## config.mk

```make
export PLATFORM = sky130hd
export DESIGN_NAME = binary_arithmetic_encoder
export DESIGN_NICKNAME = d
export VERILOG_FILES = /design/src/hw/rtl/bae_pkg.sv /design/src/hw/rtl/bae_div.sv /design/src/hw/rtl/bae_store.sv /design/src/hw/rtl/binary_arithmetic_encoder.sv
export SDC_FILE = /design/constraint.sdc
export NUM_CORES = 2
export LEC_CHECK = 0
export BUFFER_PORTS_ARGS = -buffer_cell sky130_fd_sc_hd__buf_2
export CORE_MARGIN = 2
export CORE_UTILIZATION = 50
export CTS_BUF_LIST = sky130_fd_sc_hd__clkbuf_8
export CTS_CLUSTER_DIAMETER = 40
export CTS_CLUSTER_SIZE = 8
export DETAILED_ROUTE_END_ITERATION = 12
export HOLD_SLACK_MARGIN = 0.06
export PLACE_DENSITY_LB_ADDON = 0.1
export SETUP_SLACK_MARGIN = 0.2
export SYNTH_ARGS = -nofsm -noshare
export SYNTH_HDL_FRONTEND = slang
export SYNTH_SLANG_ARGS = --single-unit
```

## constraint.sdc

```tcl
create_clock -name clk -period 10.3 [get_ports clk]
set_input_delay 0.515 -clock clk [delete_from_list [all_inputs] [get_ports clk]]
set_output_delay 0.515 -clock clk [all_outputs]
set_load 0.01 [all_outputs]
```

## src/hw/rtl/bae_pkg.sv

```systemverilog
// Shared types and constants for the binary arithmetic encoder.
// Used by bae_div, bae_store and binary_arithmetic_encoder; no dependencies.
package bae_pkg;

  localparam int unsigned PRECISION_BITS_DEF = 16;
  localparam int unsigned FREQ_BITS_DEF      = 16;
  localparam int unsigned PENDING_BITS_DEF   = 8;

  localparam int unsigned FREQ_FIELD_W = 16;
  localparam int unsigned MAX_RESULTS  = 36;

  localparam logic [1:0] FUNC_ENCODE  = 2'd0;
  localparam logic [1:0] FUNC_FLUSH   = 2'd1;
  localparam logic [1:0] FUNC_RESTART = 2'd2;

  typedef struct packed {
    logic [1:0]              func;
    logic                    bit_value;
    logic [FREQ_FIELD_W-1:0] freq_zero;
    logic [FREQ_FIELD_W-1:0] freq_total;
  } bae_cmd_t;

  typedef struct packed {
    logic [7:0] out_byte;
    logic       last;
    logic       pending_overflow;
  } bae_code_t;

  typedef struct packed {
    logic       push;
    logic [7:0] data;
    logic       drain;
    logic       overflow;
  } bae_store_req_t;

endpackage

```

## src/hw/rtl/bae_div.sv

```systemverilog
// Shared multiply and restoring divide unit: quot = range * fz / ft.
// Registers the product, then produces one quotient bit per cycle. Uses bae_pkg.
module bae_div #(
  parameter int unsigned RANGE_W = 17,
  parameter int unsigned FREQ_W  = 16
) (
  input  logic                      clk,
  input  logic                      rst,
  input  logic                      start,
  input  logic [RANGE_W-1:0]        range_in,
  input  logic [FREQ_W-1:0]         fz,
  input  logic [FREQ_W-1:0]         ft,
  output logic                      done,
  output logic [RANGE_W+FREQ_W-1:0] quot
);
  import bae_pkg::*;

  localparam int unsigned PROD_W = RANGE_W + FREQ_W;
  localparam int unsigned CNT_W  = $clog2(PROD_W + 1);

  localparam logic [1:0] PH_IDLE = 2'd0;
  localparam logic [1:0] PH_MUL  = 2'd1;
  localparam logic [1:0] PH_RUN  = 2'd2;

  logic [1:0]         phase;
  logic [CNT_W-1:0]   cnt;
  logic [RANGE_W-1:0] a;
  logic [FREQ_W-1:0]  b;
  logic [FREQ_W-1:0]  d;
  logic [PROD_W-1:0]  qp;
  logic [FREQ_W-1:0]  rem;
  logic [PROD_W-1:0]  prod;
  logic [FREQ_W:0]    rem_sh;
  logic [FREQ_W:0]    diff;
  logic               ge;

  assign prod   = a * b;
  assign rem_sh = {rem, qp[PROD_W-1]};
  assign ge     = rem_sh >= {1'b0, d};
  assign diff   = rem_sh - {1'b0, d};
  assign quot   = qp;

  always_ff @(posedge clk) begin
    if (rst) begin
      phase <= PH_IDLE;
      cnt   <= '0;
      done  <= 1'b0;
    end else begin
      done <= 1'b0;
      case (phase)
        PH_IDLE: begin
          if (start) phase <= PH_MUL;
        end
        PH_MUL: begin
          cnt   <= CNT_W'(PROD_W);
          phase <= PH_RUN;
        end
        PH_RUN: begin
          cnt <= cnt - CNT_W'(1);
          if (cnt == CNT_W'(1)) begin
            phase <= PH_IDLE;
            done  <= 1'b1;
          end
        end
        default: phase <= PH_IDLE;
      endcase
    end
  end

  always_ff @(posedge clk) begin
    case (phase)
      PH_IDLE: begin
        if (start) begin
          a <= range_in;
          b <= fz;
          d <= ft;
        end
      end
      PH_MUL: begin
        qp  <= prod;
        rem <= '0;
      end
      PH_RUN: begin
        qp  <= {qp[PROD_W-2:0], ge};
        rem <= ge ? diff[FREQ_W-1:0] : rem_sh[FREQ_W-1:0];
      end
      default: ;
    endcase
  end

endmodule

```

## src/hw/rtl/bae_store.sv

```systemverilog
// Byte store for one request's code bytes and the output register that drains it.
// Tags each byte with last and the final overflow flag. Uses bae_pkg.
module bae_store (
  input  logic                    clk,
  input  logic                    rst,
  input  bae_pkg::bae_store_req_t req,
  output logic                    draining,
  output logic                    code_valid,
  input  logic                    code_stall,
  output bae_pkg::bae_code_t      code_data
);
  import bae_pkg::*;

  localparam int unsigned IDX_W = $clog2(MAX_RESULTS);
  localparam int unsigned CNT_W = $clog2(MAX_RESULTS + 1);

  localparam logic [1:0] DR_IDLE = 2'd0;
  localparam logic [1:0] DR_READ = 2'd1;
  localparam logic [1:0] DR_LOAD = 2'd2;

  logic [7:0]       mem [MAX_RESULTS];
  logic [7:0]       rdata;
  logic [CNT_W-1:0] cnt;
  logic [CNT_W-1:0] rd;
  logic [1:0]       phase;
  logic             can_load;
  logic             load;
  logic             is_last;

  assign can_load = !code_valid || !code_stall;
  assign load     = (phase == DR_LOAD) && can_load;
  assign is_last  = (rd + CNT_W'(1)) == cnt;
  assign draining = phase != DR_IDLE;

  always_ff @(posedge clk) begin
    if (req.push && cnt < CNT_W'(MAX_RESULTS)) mem[cnt[IDX_W-1:0]] <= req.data;
    rdata <= mem[rd[IDX_W-1:0]];
  end

  always_ff @(posedge clk) begin
    if (rst) begin
      cnt        <= '0;
      rd         <= '0;
      phase      <= DR_IDLE;
      code_valid <= 1'b0;
    end else begin
      if (code_valid && !code_stall) code_valid <= 1'b0;
      case (phase)
        DR_IDLE: begin
          if (req.push && cnt < CNT_W'(MAX_RESULTS)) cnt <= cnt + CNT_W'(1);
          if (req.drain && cnt != '0) begin
            rd    <= '0;
            phase <= DR_READ;
          end
        end
        DR_READ: phase <= DR_LOAD;
        DR_LOAD: begin
          if (can_load) begin
            code_valid <= 1'b1;
            if (is_last) begin
              cnt   <= '0;
              phase <= DR_IDLE;
            end else begin
              rd    <= rd + CNT_W'(1);
              phase <= DR_READ;
            end
          end
        end
        default: phase <= DR_IDLE;
      endcase
    end
  end

  always_ff @(posedge clk) begin
    if (load) begin
      code_data.out_byte         <= rdata;
      code_data.last             <= is_last;
      code_data.pending_overflow <= req.overflow;
    end
  end

endmodule

```

## src/hw/rtl/binary_arithmetic_encoder.sv

```systemverilog
// Binary arithmetic encoder top level: interval state, renormalization sequencer.
// Encode: the multiply/divide unit scales the range, then the renormalization loop puts each
// settled code bit (S_PUT), releases pending bits one at a time (S_PEND) and applies middle-half
// scalings (S_MID, or S_RENORM for a lone one) before draining the code bytes (longer under stall).
// Flush puts the final bit, releases pending bits and packs the last byte before draining; restart acts in S_IDLE.
// One request at a time. Synchronous reset clears the interval to full range and all counts.
module binary_arithmetic_encoder #(
  parameter int unsigned PRECISION_BITS = bae_pkg::PRECISION_BITS_DEF,
  parameter int unsigned FREQ_BITS      = bae_pkg::FREQ_BITS_DEF,
  parameter int unsigned PENDING_BITS   = bae_pkg::PENDING_BITS_DEF
) (
  input  logic               clk,
  input  logic               rst,
  input  logic               cmd_valid,
  output logic               cmd_stall,
  input  bae_pkg::bae_cmd_t  cmd_data,
  output logic               code_valid,
  input  logic               code_stall,
  output bae_pkg::bae_code_t code_data
);
  import bae_pkg::*;

  localparam int unsigned P  = PRECISION_BITS;
  localparam int unsigned RW = P + 1;
  localparam int unsigned F  = FREQ_BITS;
  localparam int unsigned QW = RW + F;

  localparam logic [3:0] S_IDLE   = 4'd0;
  localparam logic [3:0] S_DIV    = 4'd1;
  localparam logic [3:0] S_RENORM = 4'd2;
  localparam logic [3:0] S_PUT    = 4'd3;
  localparam logic [3:0] S_PEND   = 4'd4;
  localparam logic [3:0] S_MID    = 4'd5;
  localparam logic [3:0] S_FLUSH  = 4'd6;
  localparam logic [3:0] S_FIN    = 4'd7;
  localparam logic [3:0] S_DRAIN  = 4'd8;
  localparam logic [3:0] S_WAIT   = 4'd9;

  logic [3:0]              state, state_next;
  logic [P-1:0]            low, low_next;
  logic [P-1:0]            high, high_next;
  logic [PENDING_BITS-1:0] pending, pending_next;
  logic [7:0]              buffer, buffer_next;
  logic [2:0]              bits, bits_next;
  logic                    overflow, overflow_next;
  logic                    sym, sym_next;
  logic                    is_flush, is_flush_next;
  logic                    cur_bit, cur_bit_next;

  logic                    accept;
  logic                    div_start;
  logic                    div_done;
  logic [QW-1:0]           quot;
  logic [RW-1:0]           range_w;
  logic [RW-1:0]           lim;
  logic [P-1:0]            len_cap;
  logic [P-1:0]            len;
  logic [F+FREQ_FIELD_W-1:0] fz_ext;
  logic [F+FREQ_FIELD_W-1:0] ft_ext;
  logic                    same;
  logic                    mid;
  logic                    low_q;
  logic                    emit;
  logic                    emit_bit;
  logic                    inc;
  logic                    fin_push;
  logic [7:0]              fin_byte;
  logic                    draining;
  bae_store_req_t          store_req;

  assign accept    = cmd_valid && !cmd_stall;
  assign cmd_stall = state != S_IDLE;
  assign div_start = accept && cmd_data.func == FUNC_ENCODE;

  assign fz_ext  = {{F{1'b0}}, cmd_data.freq_zero};
  assign ft_ext  = {{F{1'b0}}, cmd_data.freq_total};
  assign range_w = {1'b0, high} - {1'b0, low} + RW'(1);
  assign lim     = range_w - RW'(1);
  assign len_cap = (quot > {{F{1'b0}}, lim}) ? lim[P-1:0] : quot[P-1:0];
  assign len     = (len_cap == '0) ? P'(1) : len_cap;

  assign same  = low[P-1] == high[P-1];
  assign low_q = low[P-1:P-2] != 2'b00;
  assign mid   = low_q && (high[P-1:P-2] != 2'b11);

  assign fin_byte = (bits != 3'd0) ? (buffer >> (4'd8 - {1'b0, bits})) : buffer;

  bae_div #(
    .RANGE_W(RW),
    .FREQ_W (F)
  ) u_div (
    .clk     (clk),
    .rst     (rst),
    .start   (div_start),
    .range_in(range_w),
    .fz      (fz_ext[F-1:0]),
    .ft      (ft_ext[F-1:0]),
    .done    (div_done),
    .quot    (quot)
  );

  always_comb begin
    state_next    = state;
    low_next      = low;
    high_next     = high;
    pending_next  = pending;
    buffer_next   = buffer;
    bits_next     = bits;
    overflow_next = overflow;
    sym_next      = sym;
    is_flush_next = is_flush;
    cur_bit_next  = cur_bit;
    emit          = 1'b0;
    emit_bit      = cur_bit;
    inc           = 1'b0;
    fin_push      = 1'b0;
    store_req     = '0;

    case (state)
      S_IDLE: begin
        if (accept) begin
          case (cmd_data.func)
            FUNC_ENCODE: begin
              sym_next      = cmd_data.bit_value;
              is_flush_next = 1'b0;
              state_next    = S_DIV;
            end
            FUNC_FLUSH: begin
              is_flush_next = 1'b1;
              state_next    = S_FLUSH;
            end
            FUNC_RESTART: begin
              low_next      = '0;
              high_next     = '1;
              pending_next  = '0;
              buffer_next   = '0;
              bits_next     = '0;
              overflow_next = 1'b0;
            end
            default: ;
          endcase
        end
      end
      S_DIV: begin
        if (div_done) begin
          if (sym) low_next = low + len;
          else     high_next = low + len - P'(1);
          state_next = S_RENORM;
        end
      end
      S_RENORM: begin
        if (same) begin
          cur_bit_next = low[P-1];
          low_next     = {low[P-2:0], 1'b0};
          high_next    = {high[P-2:0], 1'b1};
          state_next   = S_PUT;
        end else if (mid) begin
          low_next  = {~low[P-2], low[P-3:0], 1'b0};
          high_next = {~high[P-2], high[P-3:0], 1'b1};
          inc       = 1'b1;
        end else begin
          state_next = S_DRAIN;
        end
      end
      S_PUT: begin
        emit       = 1'b1;
        state_next = S_PEND;
      end
      S_PEND: begin
        if (pending != '0) begin
          pending_next = pending - PENDING_BITS'(1);
          emit         = 1'b1;
          emit_bit     = ~cur_bit;
        end else begin
          state_next = is_flush ? S_FIN : S_MID;
        end
      end
      S_MID: begin
        if (mid) begin
          low_next  = {~low[P-2], low[P-3:0], 1'b0};
          high_next = {~high[P-2], high[P-3:0], 1'b1};
          inc       = 1'b1;
        end
        state_next = S_RENORM;
      end
      S_FLUSH: begin
        cur_bit_next = low_q;
        inc          = 1'b1;
        state_next   = S_PUT;
      end
      S_FIN: begin
        buffer_next = fin_byte;
        bits_next   = '0;
        fin_push    = 1'b1;
        state_next  = S_DRAIN;
      end
      S_DRAIN: begin
        store_req.drain = 1'b1;
        state_next      = S_WAIT;
      end
      S_WAIT: begin
        if (!draining) state_next = S_IDLE;
      end
      default: state_next = S_IDLE;
    endcase

    if (inc) begin
      if (&pending) overflow_next = 1'b1;
      else          pending_next  = pending + PENDING_BITS'(1);
    end

    if (emit) begin
      buffer_next = {emit_bit, buffer[7:1]};
      bits_next   = bits + 3'd1;
      if (bits == 3'd7) begin
        store_req.push = 1'b1;
        store_req.data = buffer_next;
      end
    end

    if (fin_push) begin
      store_req.push = 1'b1;
      store_req.data = fin_byte;
    end

    store_req.overflow = overflow;
  end

  always_ff @(posedge clk) begin
    if (rst) begin
      state    <= S_IDLE;
      low      <= '0;
      high     <= '1;
      pending  <= '0;
      buffer   <= '0;
      bits     <= '0;
      overflow <= 1'b0;
    end else begin
      state    <= state_next;
      low      <= low_next;
      high     <= high_next;
      pending  <= pending_next;
      buffer   <= buffer_next;
      bits     <= bits_next;
      overflow <= overflow_next;
    end
  end

  always_ff @(posedge clk) begin
    sym      <= sym_next;
    is_flush <= is_flush_next;
    cur_bit  <= cur_bit_next;
  end

  bae_store u_store (
    .clk       (clk),
    .rst       (rst),
    .req       (store_req),
    .draining  (draining),
    .code_valid(code_valid),
    .code_stall(code_stall),
    .code_data (code_data)
  );

endmodule

```

---- Word level (Yosys, flattened, before mapping) ----
Memory sizes are Yosys's and may differ from the RTL's. A register that Yosys moved wholly into a read port is not among the register bits.
Index checks and enable logic that the tools add are counted.
storage, ports and cells
  memories ................................ 1
  word-level logic and storage cells ...... 214
  output and inout port bits .............. 12
  bits of input ports ..................... 39
  bits in registers ....................... 191
  RAM bits ................................ 288
memory list
  memory       words  width  rd ports  clocked after Yosys merged registers in  write ports  RTL line         RTL
  u_store.mem  36     8      1         1                                        1            bae_store.sv:21  logic [7:0] mem [MAX_RESULTS];
operators by class
  mux-type cells .......................... 85
  multipliers ............................. 1
  bitwise logic cells ..................... 4
  add/subtract/negate cells ............... 13
  reduce and logical (&&, ||, !) cells .... 42
  shift operators ......................... 1
  equal/unequal tests ..................... 39
  $lt $le $gt $ge ......................... 3
operator list
  kind                     number
  $mux W16                 15
  $pmux W16 S4             2
  $mux W8                  9
  $pmux W33 S2             1
  $pmux W4 S10             1
  $mux W6                  6
  $pmux W6 S2              3
  $gt A33 B17 Y1           1
  $mul A17 B16 Y33         1
  $pmux W16 S2             1
  $pmux W8 S2              2
  $mux W9                  3
  $mux W4                  6
  $mux W1                  20
  $ne A2 B2 Y1 const B     9
  $add A17 B1 Y17 const B  1
  $ge A17 B16 Y1           1
  $sub A16 B16 Y17         1
  $sub A17 B1 Y17 const B  1
  $add A16 B16 Y16         1
  $eq A4 B3 Y1 const B     4
  $logic_not A16 Y1        1
  $sub A16 B1 Y16 const B  1
  $sub A16 B16 Y16         1
  other kinds (45)         96

---- Depth between registers and ports, before layout ----
  depth after elaboration ................. 12
  gate-level depth with buffers ........... 39
  depth with buffers taken out ............ 37

---- By module ----
Synthesis repeated with hierarchy kept, for this count alone.
second synthesis, totals
  cell total of the unflattened synthesis .. 3041
  area total of the unflattened synthesis .. 33313.2 µm²
by module, submodules not included
  module                     area an instance (µm²)  seq. area each (µm²)  cells an instance  instances
  bae_div                    14204.9                 3123.0                1511               1
  bae_store                  12563.3                 9409.0                644                1
  binary_arithmetic_encoder  6545.0                  1211.2                886                1

---- Worst setup path after synthesis ----
OpenSTA, ideal clock, no wires.
  path type ............................... register -> register
  start point ............................. register low[1]
  end point ............................... register high[15]
  data arrival time ....................... 7.538 ns
  period minus slack after synthesis ...... 7.666 ns
  cell stages (with the launch flop) ...... 37
  buffers on the path ..................... 1
  setup time .............................. 0.128 ns
  data required time ...................... 10.172 ns
  setup slack ............................. 2.634 ns
  cells stage by stage .................... dfxtp_1 -> ha_1 -> inv_1 -> ha_1 -> inv_1 -> fa_1 -> and2b_1 -> o2111ai_2 -> a311oi_1 -> mux2i_1 -> a22oi_2 -> nand4b_1 -> nor4b_2 -> xor2_1 -> inv_1 -> ha_1 -> and4_1 -> and3_1 -> inv_1 -> a311oi_1 -> a211oi_1 -> nor3_2 -> buf_4 -> mux2i_1 -> ha_1 -> fa_1 -> a211oi_2 -> o21ai_1 -> a21oi_1 -> o211ai_1 -> or4_1 -> nor2_2 -> nand4_1 -> nor3_1 -> xnor2_1 -> xnor2_1 -> o31ai_2
between the ends
  word-level cells in the longest chain between the ends .. 12
RTL lines
  item                      RTL line                          RTL
  start: declaration        binary_arithmetic_encoder.sv:40   logic [P-1:0] low, low_next;
  start signal: assignment  binary_arithmetic_encoder.sv:240  low <= low_next;
  $sub A16 B16 Y17          binary_arithmetic_encoder.sv:77   assign range_w = {1'b0, high} - {1'b0, low} + RW'(1);
  $add A17 B1 Y17           binary_arithmetic_encoder.sv:77
  $sub A17 B1 Y17           binary_arithmetic_encoder.sv:78   assign lim = range_w - RW'(1);
  $gt A33 B17 Y1            binary_arithmetic_encoder.sv:79   assign len_cap = (quot > {{F{1'b0}}, lim}) ? lim[P-1:0] : quot[P-1:0];
  $mux W16                  binary_arithmetic_encoder.sv:79
  $logic_not A16 Y1         binary_arithmetic_encoder.sv:80   assign len = (len_cap == '0) ? P'(1) : len_cap;
  $mux W16                  binary_arithmetic_encoder.sv:80
  $add A16 B16 Y16 *        binary_arithmetic_encoder.sv:147  else high_next = low + len - P'(1);
  $sub A16 B1 Y16 *         binary_arithmetic_encoder.sv:147
  $mux W16 *                binary_arithmetic_encoder.sv:146  if (sym) low_next = low + len;
  $mux W16 *                binary_arithmetic_encoder.sv:145  if (div_done) begin
  $pmux W16 S4 *            binary_arithmetic_encoder.sv:119  case (state)
  end signal: assignment    binary_arithmetic_encoder.sv:241  high <= high_next;
  end: declaration          binary_arithmetic_encoder.sv:41   logic [P-1:0] high, high_next;
Every way passes the cells marked *; elsewhere a longest branch is shown, timed or not. The select of a mux whose other input is x is not followed.
A chain may end at the register's enable or synchronous reset.

---- Final worst setup path ----
Same ends and word-level chain as after synthesis.

==> impl_metrics.env <==
export IMPL_status="complete, no violations"
export IMPL_synth_compound_area_share_pct=8.91
export IMPL_grt_max_degree=86
export IMPL_cp_num_buf_inv=4
export IMPL_synth_async_reset_ratio_pct=0
export IMPL_startpoint_type="flip-flop"
export IMPL_synth_simple_area_share_pct=12.3
export IMPL_avgSynthCellArea_sq_um=11.3
export IMPL_vias=21800
export IMPL_cp_max_fo=11
export IMPL_synth_area_leaders="edfxtp_1 37%, fa_1 13%, ha_1 7.7%"
export IMPL_clock_path_buffers=3
export IMPL_initial_utilization_pct=50.4
export IMPL_synth_xor_area_share_pct=2.88
export IMPL_cts_tree="built"
export IMPL_drv_slew=0
export IMPL_rr_startpoint="low[1]"
export IMPL_rsz0062_at_grt="no"
export IMPL_dieArea_sq_mm=0.0670
export IMPL_timing_setup_tns_ps=0
export IMPL_root_buffer="clkbuf_8"
export IMPL_grt_pass1_wl_mm=124
export IMPL_synthFlopType="edfxtp_1"
export IMPL_yosys_area_top_type="edfxtp_1"
export IMPL_syn2layout_area_growth_pct=9.98
export IMPL_core_area_sq_mm=0.0643
export IMPL_placed_cell_area_sq_mm=0.0334
export IMPL_skew_ps=49.5
export IMPL_path_depth=35
export IMPL_cts_max_level=3
export IMPL_dp_hpwl_mm=53.2
export IMPL_postSynthCellCount=2884
export IMPL_worstSkewPairLatency_ps=690
export IMPL_hold_viol=0
export IMPL_cp_end_kind="flip-flop"
export IMPL_slew_headroom_pct=21.5
export IMPL_grtUsageTotal_pct=23.3
export IMPL_antenna_found_initial=1
export IMPL_rrSetupSlack_ps=1050
export IMPL_num_fill_cells=5469
export IMPL_yosysWarnings=0
export IMPL_vias_per_cell=5.62
export IMPL_num_rows=93
export IMPL_timing_fmax_ghz=0.108
export IMPL_cp_startpoint="low[1]"
export IMPL_synth_fa_ha_area_share_pct=20.7
export IMPL_required_ps=10890
export IMPL_yosys_top_cells_count="399 x edfxtp_1, 337 x nand2_1, 326 x inv_1"
export IMPL_clk_pin_slew_ps=60
export IMPL_critPathSlowestCell="nor3_2"
export IMPL_grt_pass1_vias=22700
export IMPL_clock_sinks=487
export IMPL_setup_viol=0
export IMPL_synth_top_family_by_area="adder cells"
export IMPL_wl_mm=75.3
export IMPL_synthMuxAreaShare_pct=7.44
export IMPL_drt_iter0_markers=1281
export IMPL_tightest_slew_ps=1180
export IMPL_yosysUniqueCellTypes=92
export IMPL_drtAntennaViolNets=0
export IMPL_drt_first_pass_iters=7
export IMPL_die_w_um=259
export IMPL_drv_cap=0
export IMPL_synth_top_area_share_pct=36.9
export IMPL_drc=0
export IMPL_arrival_ps=9840
export IMPL_reg2reg_depth=35
export IMPL_synth_seq_cells=487
export IMPL_holdWs_ps=188
export IMPL_cp_top_family="simple AND/OR/NAND/NOR gates"
export IMPL_synth_area_sq_mm=0.0325
export IMPL_synth_fp_nets=3334
export IMPL_final_area_sq_mm=0.0357
export IMPL_final_nets=3394
export IMPL_port_buffers=50
export IMPL_ioPinCount=51
export IMPL_synth_most_common_cell="edfxtp_1"
export IMPL_post_route_period_util_pct=89.8
export IMPL_ys_seq_area_share_pct=42.3
export IMPL_drive_gt1_share_pct=11.4
export IMPL_slowest_delay_ps=810
export IMPL_wl_per_cell_um=19.4
export IMPL_die_h_um=259
export IMPL_hp_class="in2reg"
export IMPL_gp_congestion=0.877
export IMPL_gr_total_overflow=0
export IMPL_fin_crit_ps=9250
export IMPL_synth_edf_count=399
export IMPL_numCtsBuffers=89
export IMPL_finish_utilization_pct=55.5
export IMPL_r2r_end="high[15]"
export IMPL_crit_end="high[15]"
export IMPL_crit_type="reg2reg"
[cell families after synthesis]
family                   after synthesis
XOR/XNOR                             105
multiplexers                         129
AO/OA/AOI/OAI                        436
buffers and inverters                462
adder cells (fa/ha/maj)              411
flip-flops                           487
AND/OR/NAND/NOR                      854
[stage by stage]
step           instances  worst slack [ps]
3_5_place_dp        3675              1140
5_1_grt             3877               308
2_1_floorplan       2884              2630
4_1_cts             3876              1110
6_report            3878              1050
3_3_place_gp        3675              1570
[registers in the layout, summed over array words and instances (netlist names), 2 cells and up]
register           count
u_div.phase            2
bits                   3
u_div.d               16
state                  4
u_store.code_data     10
u_div.b               16
u_store.rdata          8
u_div.a               17
u_store.phase          2
u_store.mem          288
pending                8
u_store.rd             6
low                   16
u_div.quot            33
buffer                 8
high                  16
u_div.cnt              6
u_store.cnt            6
u_div.rem             16
[cell type report]
class	count	area [sq um]	share of cell area, %
antenna	2	5.00	0.0140
sequential	487	13700	38.5
clock buffer	94	1290	3.62
clock inverter	74	623	1.75
timing repair buffer	104	738	2.07
multi-input combinational	1935	17000	47.6
inverter	327	1230	3.44
tap	855	1070	3.00
[layer usage]
| layer | wire length [um] | GRT usage [%] | vias up | share of wire (%) |
|---|---|---|---|---|
| met4 | 1620 | 6.45 | 0 | 2.2 |
| met5 | 0 | 0 | - | 0 |
| met1 | 33300 | 31.3 | 11000 | 44 |
| met2 | 37300 | 39.9 | 477 | 50 |
| li1 | - | - | 10200 | - |
| met3 | 3050 | 3.07 | 105 | 4.1 |
[worst min path at each step]
stage	startpoint	to	depth (start not counted)
6_report	cmd_data[34]	is_flush	2
5_1_grt	cmd_data[34]	is_flush	2
4_1_cts	cmd_data[34]	is_flush	2
3_5_place_dp	u_store.rdata[6]	u_store.code_data[8]	0
3_3_place_gp	u_store.rdata[1]	u_store.code_data[3]	0
2_1_floorplan	u_store.rdata[0]	u_store.code_data[2]	0
[repair_timing]
action,in CTS,in global routing
gates resized for setup,0,0
endpoints found under the hold margin,33,0
buffers inserted,0,0
setup endpoints to repair,0,0
hold buffers,33,0
[cells in the final DEF, fill, tap and decap left out, types with 94 or more instances in the layout]
master    instances
o21ai_0         108
clkbuf_8         94
ha_1            198
and2_1           96
inv_1           359
nand2_1         337
edfxtp_1        399
nor2_1          182
fa_1            211
a21oi_1         107
Power is left out: the tool's default activity adds up to more than one toggle a clock period on the data nets, which glitch-free logic cannot reach.
